--- config.mk ---
export PLATFORM = sky130hd
export DESIGN_NAME = crh_delay
export DESIGN_NICKNAME = d
export VERILOG_FILES = /design/src/hw/rtl/crh_delay.sv
export SDC_FILE = /design/constraint.sdc
export NUM_CORES = 1
export LEC_CHECK = 0
export ABC_AREA = 1
export CORE_MARGIN = 2
export CORE_UTILIZATION = 50
export CTS_CLUSTER_SIZE = 10
export DETAILED_ROUTE_END_ITERATION = 10
export DONT_BUFFER_PORTS = 1
export PLACE_DENSITY = 0.76
export RECOVER_POWER = 25
export SLEW_MARGIN = 20
export SYNTH_ARGS = -nofsm -noshare
export SYNTH_HDL_FRONTEND = slang
export SYNTH_SLANG_ARGS = --single-unit
--- constraint.sdc ---
create_clock -name aclk -period 0.8 [get_ports aclk]
set_clock_uncertainty 0.15 [all_clocks]
set_input_delay 0.2 -clock aclk [delete_from_list [all_inputs] [get_ports aclk]]
set_output_delay 0.2 -clock aclk [all_outputs]
set_load 0.01 [all_outputs]
--- src/hw/rtl/crh_delay.sv ---
// Enabled shift line that keeps side values aligned with the main chain.
// No package dependencies.
`timescale 1ns / 1ps

module crh_delay #(
    parameter int WIDTH = 64,
    parameter int DEPTH = 5
) (
    input  logic             aclk,
    input  logic             en,
    input  logic [WIDTH-1:0] din,
    output logic [WIDTH-1:0] dout
);

    logic [WIDTH-1:0] line_reg [DEPTH];

    // Advance every tap together on enable
    always_ff @(posedge aclk) begin
        if (en) begin
            line_reg[0] <= din;
            for (int i = 1; i < DEPTH; i++) begin
                line_reg[i] <= line_reg[i-1];
            end
        end
    end

    assign dout = line_reg[DEPTH-1];

endmodule

# [Yosys cells after proc, flatten, opt, wreduce, memory -nomap -nowiden]
# Memories as Yosys holds them, arrays and structs flattened.
# Index checks and enable logic that the tools add are counted.
[word_totals] ff_bits=0 mem_bits_rw=320 memories=1 input_bits=66 word_cells=3
[memory_table] name="line_reg" words=5 word_bits=64 read_ports=5 rd_clocked_by_memory_dff=0 write_ports=5 line_no="15" rtl="logic [WIDTH-1:0] line_reg [DEPTH];"
[classes] muxes=2
[ops] operator="$mux W1" n=2

# [Logic depth before layout (Yosys ltp)]
[logic_depth] word_depth=2 depth_mapped=1 depth_no_buf=0

# [Worst setup path before layout]
# No wires, ideal clock.
[synth_timing] path_type="register to output" start="memory line_reg[4][0] (netlist: line_reg[0][256])" end="output dout[0]" t_required_ps=450 stages_incl_launch_ff=2 arrival_time_ps=476 path_buffers=1 path_slack_ps=-26 cell_sequence="edfxtp_1 -> buf_4"
[synth_lines] element="from (decl)" line_no="15"
[synth_lines] element="to (decl)" line_no="12" rtl="output logic [WIDTH-1:0] dout"

==> impl_metrics.json <==
{
  "synth_enable_flop_cells": 320,
  "post-synth-top-area-cell": "sky130_fd_sc_hd__edfxtp_1",
  "cts-root-to-sink-buffers": 3,
  "final_hold_viol_count": 110,
  "worst_hold_path_type": "input port to flip-flop",
  "synth_fa_ha_area_share_pct": 0,
  "post-route-util_pct": 58.98,
  "floorplan.initialDensity_pct": 51.34,
  "fp.coreArea_mm2": 0.01965,
  "nets": 490,
  "drv_slew": 0,
  "cts_hold_repair.buffers": 64,
  "cts_setup_buffers": 0,
  "fp.dieArea_mm2": 0.02133,
  "first_global_vias": 3335,
  "cap_viol_max_count": 0,
  "root_buffer_master": "sky130_fd_sc_hd__clkbuf_16",
  "portBuffers": 0,
  "final.setup.worst_slack_ns": -0.4984,
  "cts_resized": 0,
  "end_kind": "output pin",
  "final_instance_count_excl_fillers": 697,
  "dp_cells": 585,
  "ios": 130,
  "synthXorXnorAreaFrac_pct": 0,
  "synth_common_cells": "sky130_fd_sc_hd__edfxtp_1, sky130_fd_sc_hd__buf_4",
  "worstPathArrival_ns": 0.95,
  "syn_inst": 384,
  "grt_first_pass_wirelength_mm": 17.73,
  "gp_congestion": 0.6634,
  "clk_latency_ns": 0.50,
  "cts_buffers": 38,
  "clock_tree.htree_level_count": 2,
  "detailedRoute.firstIterationViolations": 257,
  "power.density_cell_area_mw_per_mm2": 2979,
  "clock-sinks": 320,
  "finalSetupViolations": 71,
  "dieWidth_um": 146.1,
  "number_of_optimization_iterations_in_the_first_detailed_route_pass": 4,
  "leakage_nw": 3.894,
  "synthTopCellsByArea": "sky130_fd_sc_hd__edfxtp_1, sky130_fd_sc_hd__buf_4",
  "synth_simple_gate_area_share_pct": 0,
  "cp.required_ns": 0.45,
  "groute.usage.overall_pct": 10.76,
  "critPathLaunchType": "flip-flop",
  "cts_tree": "yes",
  "maximum_number_of_pins_on_one_net_before_global_route_repair": 321,
  "post_synthesis_sequential_element_count": 320,
  "syn_avg_cell_area_um2": 26.28,
  "sequential_cell_area_fraction_in_the_yosys_report_pct": 95.24,
  "max-slew-margin-rel_pct": 48.39,
  "postRouteWirelength_mm": 11.66,
  "failed_checks": "hold timing, setup timing",
  "yosysUniqueCellTypes": 2,
  "final.hold.worst_slack_ns": -0.3339,
  "max_reg_flops": 320,
  "dominant_cell_by_count_in_the_synthesized_netlist": "sky130_fd_sc_hd__edfxtp_1",
  "cp_max_fo": 1,
  "footprint_of_the_multi_input_gates_um2": 0,
  "drt.antenna.violating_nets": 0,
  "synth_warnings": 0,
  "gr-total-overflow": 0,
  "antenna_violations_before_repair": 1,
  "post_detailed_route_drc_marker_count": 0,
  "syn_to_final_growth_pct": 14.89,
  "fraction_of_synthesis_flops_using_an_asynchronous_set_or_reset_pin_pct": 0,
  "synth_fp_nets": 450,
  "yosys.area.top_type_share_pct": 95.24,
  "preCtsSetupSlack_ns": -0.0008294,
  "post_synth_mux_area_share_pct": 0,
  "ys_dominant_reg_cell": "sky130_fd_sc_hd__edfxtp_1",
  "path_class": "flip-flop to output pin",
  "vdd_drop_max_mv": 2.186,
  "tightestPinTransition_ns": 0.7741,
  "clk_pin_slew_worst_paths_ns": 0.05,
  "combinational_family_with_the_most_area_after_synthesis": "buffers and inverters",
  "outcome": "complete, but fails checks",
  "rsz0062_at_grt": "yes",
  "final_period_minus_worst_setup_slack_ns": 1.298,
  "die_y_um": 146.1,
  "wire_per_inst_um": 16.73,
  "final_min_period_over_clock_period_pct": 162.3,
  "mapped_area_mm2": 0.01009,
  "synth_compound_gate_area_share_pct": 0,
  "drive_gt1_share_pct": 9.745,
  "drt-vias-per-instance": 4.634,
  "placement_rows": 51,
  "num-multi-input-gates": 0,
  "max_freq_ghz": 0.7702,
  "num_vias": 3230
}
layout by cell type (no fill, tap or decap):
| master | Yosys | final |
|---|---|---|
| sky130_fd_sc_hd__clkbuf_1 | 0 | 3 |
| sky130_fd_sc_hd__clkbuf_16 | 0 | 38 |
| sky130_fd_sc_hd__clkinv_1 | 0 | 2 |
| sky130_fd_sc_hd__clkinv_2 | 0 | 1 |
| sky130_fd_sc_hd__clkinv_8 | 0 | 1 |
| sky130_fd_sc_hd__diode_2 | 0 | 1 |
| sky130_fd_sc_hd__dlygate4sd3_1 | 0 | 64 |
| sky130_fd_sc_hd__edfxtp_1 | 320 | 320 |
| sky130_fd_sc_hd__inv_6 | 0 | 2 |
cell type report:
cell class	instances	area [um2]
Sequential cell	320	9609
Fill cell	1419	8061
Clock buffer	41	962.2
Timing Repair Buffer	64	640.6
Tap cell	265	331.6
Clock inverter	6	46.29
Antenna cell	1	2.502
per-layer routing:
metal / wire length (um) / GRT usage [%] / vias to the layer above
met5: 0 / 0 / -
met4: 291 / 5.194 / 0
met3: 796 / 4.156 / 29
met2: 5691 / 16.96 / 109
met1: 4884 / 13.24 / 1584
li1: - / - / 1508
what timing repair did:
item / in CTS / in global routing
endpoints found under the setup margin: 68 / 84
cloned: 0 / 0
endpoints found under the hold margin: 384 / 320
per-stage QoR:
| step | TNS (ns) | instance area (um2) | hold slack [ns] | power, W |
|---|---|---|---|---|
| after floorplan | -1.639 | 10090 | 0.1489 | 0.02057 |
| after detailed placement | -0.0008294 | 9941 | 0.1489 | 0.02048 |
| final | -30.03 | 11590 | -0.3339 | 0.03453 |
| after global placement | -0.002632 | 9941 | 0.1489 | 0.02042 |
| after CTS | -31.85 | 11590 | -0.3437 | 0.03499 |
| after global routing | -32.35 | 11590 | -0.3628 | 0.03579 |
power breakdown:
| group | internal [W] | total, W | switching, W |
|---|---|---|---|
| clock | 0.00848 | 0.0141 | 0.00563 |
| sequential | 0.0198 | 0.0202 | 0.000387 |
| combinational | 0.000208 | 0.000263 | 0.0000549 |
| total | 0.0285 | 0.0345 | 0.00608 |
final timing paths:
kind,startpoint,endpoint,slack (ns),depth (start not counted)
min,en,line_reg[0][34],-0.33,0
max,line_reg[0][259],dout[3],-0.50,0
min reg2reg,line_reg[0][152],line_reg[0][216],0.26,0
max reg2reg,line_reg[0][208],line_reg[0][272],-0.01,0
cells by family after synthesis:
logic type	after synthesis
flip-flops	320
buffers and inverters	64
(Power assumes the default switching activity.)
