--- src/hw/rtl/crh_pkg.sv ---
// Package for the counter-based random hash: widths, mixer constants,
// pipeline depths and register indexes. No dependencies.
`timescale 1ns / 1ps

package crh_pkg;

    // Field widths
    localparam int DATA_W   = 64;
    localparam int HALF_W   = 32;
    localparam int STREAM_W = 32;
    localparam int S_TDATA_W = STREAM_W + 3 * DATA_W;

    // Mixer constants
    localparam logic [DATA_W-1:0] GOLDEN_GAMMA = 64'h9E3779B97F4A7C15;
    localparam logic [DATA_W-1:0] MIX_MUL_A    = 64'hBF58476D1CE4E5B9;
    localparam logic [DATA_W-1:0] MIX_MUL_B    = 64'h94D049BB133111EB;

    // Per-field domain salts
    localparam logic [DATA_W-1:0] TICK_SALT    = 64'h5449434B5F563031;
    localparam logic [DATA_W-1:0] ENTITY_SALT  = 64'h535441424C455F49;
    localparam logic [DATA_W-1:0] ORDINAL_SALT = 64'h4F5244494E414C31;

    // One mixer round takes this many register stages
    localparam int MIX_LAT = 5;
    // Five rounds in series on the main chain
    localparam int MIX_CHAIN = 5;
    localparam int PIPE_DEPTH = MIX_LAT * MIX_CHAIN;

    // Configuration register indexes
    typedef enum logic [0:0] {
        CFG_WORLD_SEED   = 1'b0,
        CFG_ALGORITHM_ID = 1'b1
    } cfg_index_t;

endpackage

--- src/hw/rtl/crh_skid.sv ---
// Input skid stage for the counter-based random hash.
// Depends on crh_pkg for the input item width.
`timescale 1ns / 1ps

module crh_skid (
    input  logic                           aclk,
    input  logic                           aresetn,
    input  logic                           s_tvalid,
    output logic                           s_tready,
    input  logic [crh_pkg::S_TDATA_W-1:0]  s_tdata,
    input  logic                           en,
    output logic                           pipe_valid,
    output logic [crh_pkg::S_TDATA_W-1:0]  pipe_data
);

    logic                          skid_valid_reg;
    logic                          skid_valid_next;
    logic [crh_pkg::S_TDATA_W-1:0] skid_data_reg;
    logic [crh_pkg::S_TDATA_W-1:0] skid_data_next;

    // Ready is a register: it only drops while the skid slot is full
    assign s_tready   = !skid_valid_reg;
    assign pipe_valid = skid_valid_reg || s_tvalid;
    assign pipe_data  = skid_valid_reg ? skid_data_reg : s_tdata;

    // Drain on advance, catch an item that arrives during a stall
    always_comb begin
        skid_valid_next = skid_valid_reg;
        skid_data_next  = skid_data_reg;
        if (en) begin
            skid_valid_next = 1'b0;
        end else if (s_tvalid && !skid_valid_reg) begin
            skid_valid_next = 1'b1;
            skid_data_next  = s_tdata;
        end
    end

    always_ff @(posedge aclk) begin
        if (!aresetn) begin
            skid_valid_reg <= 1'b0;
        end else begin
            skid_valid_reg <= skid_valid_next;
        end
    end

    always_ff @(posedge aclk) begin
        skid_data_reg <= skid_data_next;
    end

endmodule

--- config.mk ---
export PLATFORM = sky130hd
export DESIGN_NAME = crh_skid
export DESIGN_NICKNAME = d
export VERILOG_FILES = /design/src/hw/rtl/crh_pkg.sv /design/src/hw/rtl/crh_skid.sv
export SDC_FILE = /design/constraint.sdc
export NUM_CORES = 1
export LEC_CHECK = 0
export ABC_AREA = 0
export BUFFER_PORTS_ARGS = -buffer_cell sky130_fd_sc_hd__buf_2
export CORE_AREA = 2 2 179 181
export DETAILED_ROUTE_END_ITERATION = 10
export DIE_AREA = 0 0 181 183
export GPL_TIMING_DRIVEN = 0
export PLACE_DENSITY = 0.57
export SLEW_MARGIN = 15
export SYNTH_ARGS = -nofsm -noshare
export SYNTH_HDL_FRONTEND = slang
export SYNTH_SLANG_ARGS = --single-unit
--- constraint.sdc ---
create_clock -name aclk -period 24.6 [get_ports aclk]
set_clock_uncertainty 0.05 [all_clocks]
set_input_delay 4.92 -clock aclk [delete_from_list [all_inputs] [get_ports aclk]]
set_output_delay 4.92 -clock aclk [all_outputs]
set_load 0.01 [all_outputs]
* Word level (Yosys, flattened, before mapping) *
Cells that the tools add are included.

operators by class
  muxes and demuxes = 1
  bitwise logic cells = 2
  reduce and logical (&&, ||, !) cells = 5

operators by type and width
  operator             count
  224-bit two-way mux  1
  1-bit NOT            2
  2-bit AND reduction  1
  2-bit OR reduction   1
  1-bit logical AND    1
  1-bit zero test      1
  1-bit logical OR     1

storage, ports and cells
  flip-flop bits (word level) = 225
  input bits = 228
  output and inout port bits = 226
  word-level logic and storage cells = 10

* Depth between registers and ports, before layout *
Gate-level depths: netlist (run 1).

  depth after elaboration = 3
  depth in mapped cells = 4
  gate-level depth less buffers = 2

* Least setup slack after synthesis (run 1) *
Ideal clock, no wire load.

  path kind = input to register
  start point = in en
  end point = reg skid_data_reg[0] (netlist name) (enable)
  library setup time = 1.127 ns
  arrival = 20.959 ns
  required time = 23.423 ns
  path slack = 2.465 ns
  cell stages on the path = 1
  buffers on the path = 0
  cells stage by stage = nor3b_1

on the way
  longest elaborated chain between the ends = 2

ends and longest elaborated chain
  item                           line            RTL
  from (decl)                    crh_skid.sv:11  input logic en,
  1-bit NOT (no line)            n/a
  2-bit AND reduction (no line)  n/a
  to (signal assigned)           crh_skid.sv:47  skid_data_reg <= skid_data_next;
  to (decl)                      crh_skid.sv:18  logic [crh_pkg::S_TDATA_W-1:0] skid_data_reg;

Every way passes these cells.
A chain may end at the register's enable or synchronous reset.

* Worst setup path after layout (run 1) *
  start point = in s_tvalid
  end point = out pipe_valid

on the way
  longest elaborated chain between the ends = 1

ends and longest elaborated chain
  item              line            RTL
  from (decl)       crh_skid.sv:8   input logic s_tvalid,
  1-bit logical OR  crh_skid.sv:23  assign pipe_valid = skid_valid_reg || s_tvalid;
  to (decl)         crh_skid.sv:12  output logic pipe_valid,

Every way passes these cells.

==> results of run 1 <==
[logic make-up (layout without fill, tap and decap cells)]
group,Yosys count,count (layout)
muxes,224,224
DFF,225,225
buffers and inverters,26,551
other,0,1
and+or+nand+nor,3,3
[cell usage after synthesis (all sizes together)]
master,n
and3b,1
buf,25
dfxtp,1
edfxtp,224
inv,1
mux2,224
nor3b,1
or2,1
[worst max-delay path, cell delays in order]
cell and delay (ns):
sky130_fd_sc_hd__buf_2 0.11, sky130_fd_sc_hd__or2_2 0.30, sky130_fd_sc_hd__buf_2 0.15
[layout make-up]
class                           instances  area, µm²
Inverter                                1       3.75
Fill cell                            2894      17500
Multi-Input combinational cell        227       2930
Clock inverter                         18       83.8
Sequential cell                       225       6750
Antenna cell                            1       2.50
Buffer                                 25        245
Clock buffer                           29        683
Timing Repair Buffer                  478       2490
Tap cell                              402        503
[where the power goes]
group          internal (µW)  total (µW)  switching, µW
clock                    198         349            151
sequential               441         445           3.72
combinational           68.2         130           62.1
total                    707         925            217
[worst paths after layout]
check                                     from            endpoint  slack, ns  depth (start not counted)
worst min-delay path            skid_valid_reg      skid_valid_reg       0.88                          3
worst min register to register  skid_valid_reg      skid_valid_reg       0.88                          3
worst max-delay path                  s_tvalid          pipe_valid      14.15                          3
worst max register to register  skid_valid_reg  skid_data_reg[121]      21.72                         10
[routing by layer]
layer  vias up  part of all wire (%)
met3        42                    11
met5         -                     0
met1      2944                    37
met4         0                   2.7
met2       297                    49
li1       2918                     -
[per-stage QoR]
stage / instance area [µm²] / setup WS [ns]
after CTS: 13700 / 14.13
after detailed placement: 12900 / 14.14
final: 13700 / 14.15
after floorplan: 9920 / 2.46
after global routing: 13700 / 14.12
after global placement: 12700 / -5.79
==> load_flow_metrics.sql, run 1 <==
INSERT INTO impl_metrics (metric_group, metric, value, unit) VALUES
('finish', 'area_growth', '38.0', '%'),
('route', 'post_route_drc', '0', ''),
('power', 'power.density', '67.6', 'nW/µm²'),
('synth', 'synth.ff_latch_count', '225', ''),
('placement', 'place.detailed.hpwl', '21.2', 'mm'),
('floorplan', 'die-area', '33100', 'µm²'),
('route', 'total_detailed_routing_wirelength', '26.6', 'mm'),
('synth', 'mappedNetlistArea', '9920', 'µm²'),
('synth', 'synth_top_family_by_area', 'multiplexers', ''),
('finish', 'filler_free_cell_count_of_the_finished_design', '1406', ''),
('timing', 'unrepaired_setup_endpoints_after_global_routing', 'false', ''),
('clocking', 'numCtsBuffers', '26', ''),
('synth', 'synthesis.instances', '478', ''),
('clocking', 'clock_tree_root_driver_cell', 'sky130_fd_sc_hd__clkbuf_16', ''),
('floorplan', 'design.core.area', '31200', 'µm²'),
('worst_setup_path', 'critical_path.startpoint_type', 'input pin', ''),
('synth', 'synth-xor-area-share', '0', '%'),
('finish', 'post-route-util', '43.8', '%'),
('synth', 'synth_top_cells_by_area', 'sky130_fd_sc_hd__edfxtp_1 (68%), sky130_fd_sc_hd__mux2_4 (15%), sky130_fd_sc_hd__mux2_2 (14%)', ''),
('job', 'timing.max_cap.violations', '0', ''),
('finish', 'layout_commonest_cell', 'sky130_fd_sc_hd__buf_2', ''),
('timing', 'setup_viol', '0', ''),
('grt', 'globalRouteMet1Util', '16.7', '%'),
('floorplan', 'floorplan.initialDensity', '31.8', '%'),
('grt', 'grt_busiest_layer', 'met2', ''),
('grt', 'first_global_vias', '6477', ''),
('route', 'drt.antenna.violating_nets', '0', ''),
('clocking', 'cts.sink_count', '225', ''),
('placement', 'globalplace.congestion', '0.767', ''),
('timing', 'fin_worst_hold_slack', '0.884', 'ns'),
('timing', 'final.min_clock_period', '10.45', 'ns'),
('synth', 'synth-seq-area-share', '68.0', '%'),
('timing', 'slew_viol_final', '0', ''),
('synth', 'synth_area_in_adders', '0', '%'),
('grt', 'met2_track_demand_over_resource', '27.4', '%'),
('synth', 'synth.largest_area_cell', 'sky130_fd_sc_hd__edfxtp_1', ''),
('placement', 'port-buffer-count', '453', ''),
('clocking', 'tritoncts_clock_tree', 'built', ''),
('power', 'design_power_total', '925', 'µW'),
('clocking', 'worstSkewPairLatency', '0.52', 'ns'),
('synth', 'synth_top_area_share', '67.8', '%'),
('floorplan', 'dieWidth', '181', 'µm'),
('floorplan', 'row_count', '65', ''),
('timing', 'max_freq', '95.7', 'MHz'),
('grt', 'grt_antenna_before_repair', '2', ''),
('power', 'power.ir.vdd_worst', '0.0502', 'mV'),
('synth', 'yosys-mux-area-fraction', '29.2', '%'),
('route', 'via_per_inst', '4.41', ''),
('status', 'status', 'completed', ''),
('timing', 'final_worst_path_cycle_share', '42.5', '%'),
('synth', 'synth_compound_gate_area_share', '0', '%'),
('grt', 'grtUsageTotal', '15.3', '%'),
('clocking', 'ctsLongestPathBuffers', '3', ''),
('timing', 'setup_tns', '0', 'ns'),
('grt', 'global_route_wire_length_before_repair', '39.0', 'mm'),
('grt', 'global_route.overflow_total', '0', ''),
('worst_setup_path', 'worst-endpoint-arrival', '5.48', 'ns'),
('synth', 'synth_simple_gate_area_share', '0.227', '%'),
('grt', 'grt_util_met3', '6.08', '%'),
('synth', 'synth_area_per_cell', '20.7', 'µm²'),
('clocking', 'cts_hold_repair.buffers', '0', ''),
('synth', 'distinct_cell_type_count_after_synthesis', '12', ''),
('route', 'average_detailed_routed_wire_length_per_instance', '18.9', 'µm'),
('route', 'initialDrtViolationCount', '257', ''),
('power', 'power.static_leakage', '0.00574', 'µW'),
('synth', 'syn-num-nets', '706', ''),
('finish', 'drive_gt1_share', '76.4', '%'),
('timing', 'timing.final.hold_violations', '0', ''),
('finish', 'largest_reg_flops', '224', ''),
('worst_setup_path', 'endpoint_kind', 'output port', ''),
('floorplan', 'die_height', '183', 'µm');
(Power assumes the default switching activity.)
==> run 2, diff against run 1 <==
- CORE_AREA: 2 2 179 181 -> 2 2 174 176
- DIE_AREA: 0 0 181 183 -> 0 0 176 178
- PLACE_DENSITY: 0.57 -> 0.62
- clock period: 24.6 -> 9.4 ns (I/O delays scaled with it)
==> load_flow_metrics.sql, run 2 (synthesis gave the netlist of run 1 again) <==
INSERT INTO impl_metrics (metric_group, metric, value, unit) VALUES
('status', 'status', 'completed', ''),
('power', 'switching_share', '22.6', '%'),
('timing', 'max_freq', '229', 'MHz'),
('grt', 'grtUsageTotal', '15.9', '%'),
('route', 'post_route_drc', '0', ''),
('grt', 'pin_count_of_the_biggest_net_entering_global_routing', '18', ''),
('worst_setup_path', 'crit_end', 'pipe_data[68]', ''),
('power', 'clkPwrFrac', '39.3', '%'),
('timing', 'unrepaired_setup_endpoints_after_global_routing', 'false', ''),
('timing', 'slew_viol_final', '0', ''),
('worst_setup_path', 'worst-endpoint-arrival', '2.43', 'ns'),
('route', 'via_count', '6236', ''),
('finish', 'drive_gt1_share', '76.2', '%'),
('finish', 'highest_count_cells_in_the_layout_ignoring_fill_and_taps', 'sky130_fd_sc_hd__buf_2 (463), sky130_fd_sc_hd__edfxtp_1 (224), sky130_fd_sc_hd__mux2_2 (124), sky130_fd_sc_hd__mux2_4 (100), sky130_fd_sc_hd__clkbuf_16 (25)', ''),
('worst_setup_path', 'cp_slowest_cell', 'sky130_fd_sc_hd__mux2_2', ''),
('clocking', 'tritoncts_clock_tree', 'built', ''),
('worst_hold_path', 'worst_hold_path_type', 'reg2reg', ''),
('power', 'power_report.internal_total', '1920', 'µW'),
('worst_setup_path', 'worst-setup-path-type', 'in2out', ''),
('timing', 'maxSlewHeadroom', '55.9', '%'),
('worst_setup_path', 'endpoint_kind', 'output port', ''),
('worst_setup_path', 'critical_path.startpoint_type', 'input pin', ''),
('route', 'drt.antenna.violating_nets', '0', ''),
('clocking', 'clock_tree_root_driver_cell', 'sky130_fd_sc_hd__clkbuf_16', ''),
('worst_setup_path', 'r2r_cells', '8', ''),
('clocking', 'worstSkewPairLatency', '0.52', 'ns'),
('floorplan', 'die-area', '31300', 'µm²'),
('finish', 'multi_input_comb_area', '2930', 'µm²'),
('route', 'initialDrtViolationCount', '258', ''),
('floorplan', 'dieWidth', '176', 'µm'),
('worst_setup_path', 'crit_required', '7.47', 'ns'),
('worst_setup_path', 'cp_startpoint', 's_tdata[68]', ''),
('power', 'p_seq_share', '46.8', '%'),
('placement', 'place.detailed.hpwl', '21.2', 'mm'),
('floorplan', 'die_height', '178', 'µm'),
('clocking', 'cts.sink_count', '225', ''),
('worst_setup_path', 'worst_path_dominant_cell_family', 'buffers and inverters', ''),
('worst_setup_path', 'critical_path.most_common_cell', 'sky130_fd_sc_hd__buf_2', ''),
('clocking', 'numCtsBuffers', '25', ''),
('floorplan', 'row_count', '63', ''),
('power', 'power.switching', '563', 'µW'),
('clocking', 'htreeDepth', '1', ''),
('power', 'power.density', '181', 'nW/µm²'),
('finish', 'filler_cell_count', '2625', ''),
('timing', 'tightest_slew', '0.660', 'ns'),
('timing', 'final.min_clock_period', '4.36', 'ns'),
('worst_setup_path', 'cp.buffers_inverters', '2', ''),
('floorplan', 'floorplan.initialDensity', '33.7', '%'),
('finish', 'filler_free_cell_count_of_the_finished_design', '1384', ''),
('power', 'p_comb_share', '13.8', '%'),
('finish', 'post-route-util', '46.8', '%'),
('worst_setup_path', 'ff2ff_setup_slack', '6.72', 'ns'),
('floorplan', 'num_io_pins', '454', ''),
('clocking', 'ctsLongestPathBuffers', '3', ''),
('route', 'via_per_inst', '4.51', ''),
('grt', 'global_route.overflow_total', '0', ''),
('floorplan', 'design.core.area', '29400', 'µm²'),
('power', 'power.ir.vdd_worst', '0.108', 'mV'),
('finish', 'area_growth', '38.7', '%'),
('worst_setup_path', 'critical_path.reg2reg.endpoint', 'skid_data_reg[153]', ''),
('worst_setup_path', 'worst_r2r_startpoint', 'skid_valid_reg', ''),
('power', 'power.static_leakage', '0.00574', 'µW'),
('route', 'drt_pre_antenna_iters', '4', ''),
('clocking', 'clk_transition_reported_paths', '0.06', 'ns'),
('worst_setup_path', 'timing.critical_path.depth', '3', ''),
('timing', 'setup_viol', '0', ''),
('grt', 'grt_antenna_before_repair', '2', ''),
('finish', 'final_nets', '1202', ''),
('grt', 'global_route_wire_length_before_repair', '38.0', 'mm'),
('clocking', 'ctsResizeCount', '0', ''),
('timing', 'final_worst_path_cycle_share', '46.4', '%'),
('worst_setup_path', 'critical_path.max_stage_delay', '0.25', 'ns'),
('grt', 'first_global_vias', '6409', ''),
('route', 'total_detailed_routing_wirelength', '26.7', 'mm'),
('clocking', 'cts_hold_repair.buffers', '0', ''),
('finish', 'largest_reg_flops', '224', ''),
('placement', 'port-buffer-count', '453', ''),
('placement', 'globalplace.congestion', '0.754', ''),
('worst_setup_path', 'cp_cell_sequence', 'buf_2, mux2_2, buf_2', ''),
('finish', 'final-seq-area', '6750', 'µm²'),
('placement', 'place_inst', '1337', ''),
('job', 'timing.max_cap.violations', '0', ''),
('worst_hold_path', 'worstHoldStart', 'skid_valid_reg', ''),
('clocking', 'post_cts.repair.setup_buffers', '0', ''),
('timing', 'timing.final.hold_violations', '0', ''),
('finish', 'layout_commonest_cell', 'sky130_fd_sc_hd__buf_2', ''),
('route', 'average_detailed_routed_wire_length_per_instance', '19.3', 'µm'),
('worst_setup_path', 'path_max_fanout', '2', '');
[run 2: cell types whose count changed in the layout (fill, tap and decap cells not counted), moves of 2 or more]
cell,previous run,this run
sky130_fd_sc_hd__buf_4,18,3
sky130_fd_sc_hd__buf_8,10,24
sky130_fd_sc_hd__buf_6,12,3
sky130_fd_sc_hd__clkinv_1,8,1
sky130_fd_sc_hd__clkbuf_1,2,8
sky130_fd_sc_hd__clkinv_2,9,3
sky130_fd_sc_hd__bufinv_16,0,3
sky130_fd_sc_hd__clkbuf_16,27,25
sky130_fd_sc_hd__clkbuf_8,0,2
sky130_fd_sc_hd__diode_2,1,3
[run 2: how the worst min path moves through the flow]
stage                          end  slack (ns)  depth (start not counted)
global route        skid_valid_reg        0.94                          3
global placement    skid_valid_reg        0.84                          3
finish              skid_valid_reg        0.85                          3
detailed placement  skid_valid_reg        0.85                          3
floorplan           skid_valid_reg        0.80                          3
CTS                 skid_valid_reg        0.86                          3
[run 2: power groups by stage]
stage	Sequential (µW)	Clock, µW	Combinational (µW)
floorplan	1190	0	179
global placement	1200	0	333
detailed placement	1190	0	349
CTS	1160	1020	350
global route	1170	1050	370
finish	1160	979	344
[run 2: metrics by stage]
| stage | hold WS [ns] | area [µm²] | TNS [ns] | power, µW | worst slack [ns] |
|---|---|---|---|---|---|
| 2_1_floorplan | 0.801 | 9930 | 0 | 1370 | 1.35 |
| 3_3_place_gp | 0.838 | 12700 | -292.39 | 1530 | -1.33 |
| 3_5_place_dp | 0.850 | 12900 | 0 | 1530 | 5.01 |
| 4_1_cts | 0.865 | 13700 | 0 | 2530 | 5.01 |
| 5_1_grt | 0.936 | 13700 | 0 | 2590 | 5.00 |
| 6_report | 0.851 | 13800 | 0 | 2490 | 5.04 |
[run 2: final cells by class]
type,count,share of cell area [%]
sequential,225,49.1
clock inverter,9,0.937
antenna,3,0.0546
multi-input combinational,227,21.3
tap,390,3.55
buffer,25,1.78
clock buffer,35,4.97
timing repair buffer,469,18.3
inverter,1,0.0273
[run 2: worst register-to-register path, stage by stage (launching register included)]
cell and delay (ns):
sky130_fd_sc_hd__dfxtp_1 0.31, sky130_fd_sc_hd__buf_2 0.19, sky130_fd_sc_hd__buf_4 0.21, sky130_fd_sc_hd__nor3b_4 0.59, sky130_fd_sc_hd__buf_8 0.25, sky130_fd_sc_hd__buf_8 0.18
sky130_fd_sc_hd__buf_8 0.19, sky130_fd_sc_hd__buf_8 0.20, sky130_fd_sc_hd__buf_8 0.20
[run 2: routing by layer]
metal  vias up  track usage (%)  wire length (µm)
met3        41             5.41              2480
met4         2             4.51               478
met5         -                0                11
met1      2990             18.5             10300
li1       2899                -                 -
met2       304             28.1             13500
==> run 3, diff against run 2 <==
- ABC_AREA: 0 -> 1
- CORE_AREA: 2 2 174 176 -> 2 2 176 178
- DIE_AREA: 0 0 176 178 -> 0 0 178 180
- PLACE_DENSITY: 0.62 -> 0.58
- clock period: 9.4 -> 4.1 ns (I/O delays scaled with it)
==> load_flow_metrics.sql, run 3 <==
INSERT INTO impl_metrics (metric_group, metric, value, unit) VALUES
('clocking', 'numCtsBuffers', '25', ''),
('clocking', 'worstSkewPairLatency', '0.50', 'ns'),
('grt', 'grt_busiest_layer', 'met2', ''),
('finish', 'area_growth', '38.7', '%'),
('worst_setup_path', 'critical_path.max_stage_delay', '0.32', 'ns'),
('synth', 'synth_top_cells_by_area', 'sky130_fd_sc_hd__edfxtp_1 (70%), sky130_fd_sc_hd__nand2_1 (26%), sky130_fd_sc_hd__buf_2 (1.5%)', ''),
('route', 'average_detailed_routed_wire_length_per_instance', '15.8', 'µm'),
('clocking', 'tritoncts_clock_tree', 'built', ''),
('worst_setup_path', 'ff2ff_setup_slack', '1.49', 'ns'),
('route', 'via_per_inst', '4.37', ''),
('worst_hold_path', 'hold_path_depth', '1', ''),
('timing', 'max_freq', '368', 'MHz'),
('placement', 'globalplace.congestion', '0.849', ''),
('clocking', 'ctsResizeCount', '0', ''),
('finish', 'final-seq-area', '6750', 'µm²'),
('finish', 'drive_gt1_share', '37.2', '%'),
('worst_setup_path', 'cp_cell_sequence', 'buf_6, buf_4, buf_2, nand2_1, nand2_1, buf_2', ''),
('grt', 'globalRouteMet1Util', '20.6', '%'),
('route', 'total_detailed_routing_wirelength', '29.4', 'mm'),
('synth', 'synth.ff_latch_count', '225', ''),
('synth', 'synth_top_area_share', '70.1', '%'),
('grt', 'grt_util_met3', '4.61', '%'),
('floorplan', 'dieWidth', '178', 'µm'),
('worst_setup_path', 'endpoint_kind', 'output port', ''),
('grt', 'first_global_vias', '8074', ''),
('route', 'initialDrtViolationCount', '329', ''),
('timing', 'timing.final.hold_violations', '0', ''),
('synth', 'synth.most_common_cell', 'sky130_fd_sc_hd__nand2_1', ''),
('finish', 'largest_reg_flops', '224', ''),
('placement', 'place.detailed.hpwl', '22.3', 'mm'),
('timing', 'tightest_slew', '0.412', 'ns'),
('power', 'power.ir.vdd_worst', '0.249', 'mV'),
('worst_setup_path', 'critical_path.startpoint_type', 'register', ''),
('synth', 'synth_enable_flop_cells', '224', ''),
('job', 'timing.max_cap.violations', '0', ''),
('clocking', 'cts.sink_count', '225', ''),
('placement', 'place_worst_setup_slack', '1.35', 'ns'),
('grt', 'grt_antenna_before_repair', '1', ''),
('route', 'via_count', '8117', ''),
('grt', 'pin_count_of_the_biggest_net_entering_global_routing', '31', ''),
('route', 'post_route_drc', '0', ''),
('timing', 'fin_worst_hold_slack', '0.443', 'ns'),
('floorplan', 'row_count', '64', ''),
('finish', 'multi_input_comb_area', '2560', 'µm²'),
('floorplan', 'die_height', '180', 'µm'),
('timing', 'setup_viol', '0', ''),
('synth', 'synthesis.instances', '954', ''),
('worst_setup_path', 'worst-endpoint-arrival', '1.85', 'ns'),
('floorplan', 'floorplan.initialDensity', '31.8', '%'),
('timing', 'unrepaired_setup_endpoints_after_global_routing', 'false', ''),
('finish', 'finalInstanceArea', '13300', 'µm²'),
('power', 'power.static_leakage', '0.00650', 'µW'),
('synth', 'postSynth.asyncResetShare', '0', '%'),
('clocking', 'cts_hold_repair.buffers', '0', ''),
('timing', 'slew_viol_final', '0', ''),
('grt', 'met2_track_demand_over_resource', '31.0', '%'),
('worst_setup_path', 'timing.critical_path.depth', '6', ''),
('floorplan', 'design.core.area', '30200', 'µm²'),
('power', 'power.density', '411', 'nW/µm²'),
('clocking', 'post_cts.repair.setup_buffers', '0', ''),
('timing', 'final.min_clock_period', '2.72', 'ns'),
('worst_setup_path', 'worst_path_dominant_cell_family', 'buffers and inverters', ''),
('route', 'drt_pre_antenna_iters', '5', ''),
('worst_setup_path', 'cp.buffers_inverters', '4', ''),
('synth', 'mappedNetlistArea', '9600', 'µm²'),
('timing', 'final_worst_path_cycle_share', '66.3', '%'),
('floorplan', 'num_io_pins', '454', ''),
('worst_setup_path', 'worst-setup-path-type', 'reg2out', ''),
('worst_setup_path', 'path_max_fanout', '10', ''),
('timing', 'fin_ws', '1.38', 'ns'),
('finish', 'filler_cell_count', '2983', ''),
('finish', 'layout_commonest_cell', 'sky130_fd_sc_hd__nand2_1', ''),
('clocking', 'ctsLongestPathBuffers', '3', ''),
('worst_setup_path', 'r2r_cells', '10', ''),
('synth', 'distinct_cell_type_count_after_synthesis', '10', ''),
('worst_setup_path', 'cp_slowest_cell', 'sky130_fd_sc_hd__dfxtp_1', ''),
('timing', 'maxSlewHeadroom', '72.5', '%'),
('synth', 'yosysWarnings', '0', ''),
('route', 'drt.antenna.violating_nets', '0', ''),
('synth', 'postSynth.topFlopCell', 'sky130_fd_sc_hd__edfxtp_1', ''),
('synth', 'syn-num-nets', '1182', ''),
('clocking', 'clock_tree_root_driver_cell', 'sky130_fd_sc_hd__clkbuf_16', ''),
('finish', 'final_nets', '1671', ''),
('synth', 'synth_area_per_cell', '10.1', 'µm²'),
('grt', 'global_route.overflow_total', '0', ''),
('floorplan', 'die-area', '32000', 'µm²'),
('clocking', 'clk_transition_reported_paths', '0.06', 'ns'),
('power', 'design_power_total', '5480', 'µW'),
('status', 'status', 'completed', ''),
('grt', 'grtUsageTotal', '17.7', '%'),
('grt', 'global_route_wire_length_before_repair', '44.4', 'mm'),
('finish', 'highest_count_cells_in_the_layout_ignoring_fill_and_taps', 'sky130_fd_sc_hd__nand2_1 (673), sky130_fd_sc_hd__buf_2 (481), sky130_fd_sc_hd__edfxtp_1 (224), sky130_fd_sc_hd__clkbuf_16 (25), sky130_fd_sc_hd__buf_4 (17)', ''),
('worst_setup_path', 'crit_required', '3.23', 'ns'),
('synth', 'synth-seq-area-share', '70.3', '%'),
('placement', 'port-buffer-count', '453', ''),
('clocking', 'htreeDepth', '1', ''),
('timing', 'setup_tns', '0', 'ns'),
('worst_hold_path', 'worst_hold_path_type', 'in2reg', ''),
('placement', 'place_area', '12600', 'µm²'),
('synth', 'synth.top_cells.by_count', 'sky130_fd_sc_hd__nand2_1 (674), sky130_fd_sc_hd__edfxtp_1 (224), sky130_fd_sc_hd__buf_2 (28)', ''),
('synth', 'synth.largest_area_cell', 'sky130_fd_sc_hd__edfxtp_1', '');
[run 3: cell count changes after synthesis, moves of 3 or more]
cell                      delta
sky130_fd_sc_hd__buf_2      +18
sky130_fd_sc_hd__nand2_1   +674
sky130_fd_sc_hd__buf_8      -10
sky130_fd_sc_hd__buf_4      +14
sky130_fd_sc_hd__mux2_4    -100
sky130_fd_sc_hd__mux2_2    -124
sky130_fd_sc_hd__nor2_1      +3
[run 3: cell families after synthesis]
family	after synthesis	synth area share [%]
and+or+nand+nor	677	26.5
DFF	225	70.3
buffers and inverters	52	3.25
[run 3: worst paths after layout]
check	endpoint	start
max	pipe_data[79]	skid_valid_reg
max reg2reg	skid_data_reg[112]	skid_valid_reg
min	skid_data_reg[67]	s_tdata[67]
min reg2reg	skid_valid_reg	skid_valid_reg
[run 3: metal layers]
metal / wire length (µm) / share of wire, % / vias up
li1: - / - / 4045
met1: 11500 / 39 / 3667
met2: 14400 / 49 / 338
met3: 2560 / 8.7 / 67
met4: 971 / 3.3 / 0
met5: 0 / 0 / -
[run 3: area by class of cell]
type	count	share of cell area, %
inverter	3	0.103
buffer	49	2.24
multi-input combinational	677	19.3
clock inverter	13	0.611
timing repair buffer	462	18.5
antenna	1	0.0188
tap	396	3.72
sequential	225	50.7
clock buffer	31	4.87
[run 3: per-stage QoR]
stage,std cells,util [%]
global route,1857,44.1
detailed placement,1812,41.7
CTS,1856,44.1
global placement,1803,41.0
floorplan,954,-
finish,1857,44.1
[run 3: where the power goes]
| part | total [µW] | leakage (µW) | switching, µW | internal [µW] |
|---|---|---|---|---|
| Sequential | 2670 | 0.00210 | 22.6 | 2650 |
| Combinational | 761 | 0.00405 | 456 | 305 |
| Clock | 2040 | 0.000360 | 871 | 1170 |
| Total | 5480 | 0.00650 | 1350 | 4130 |
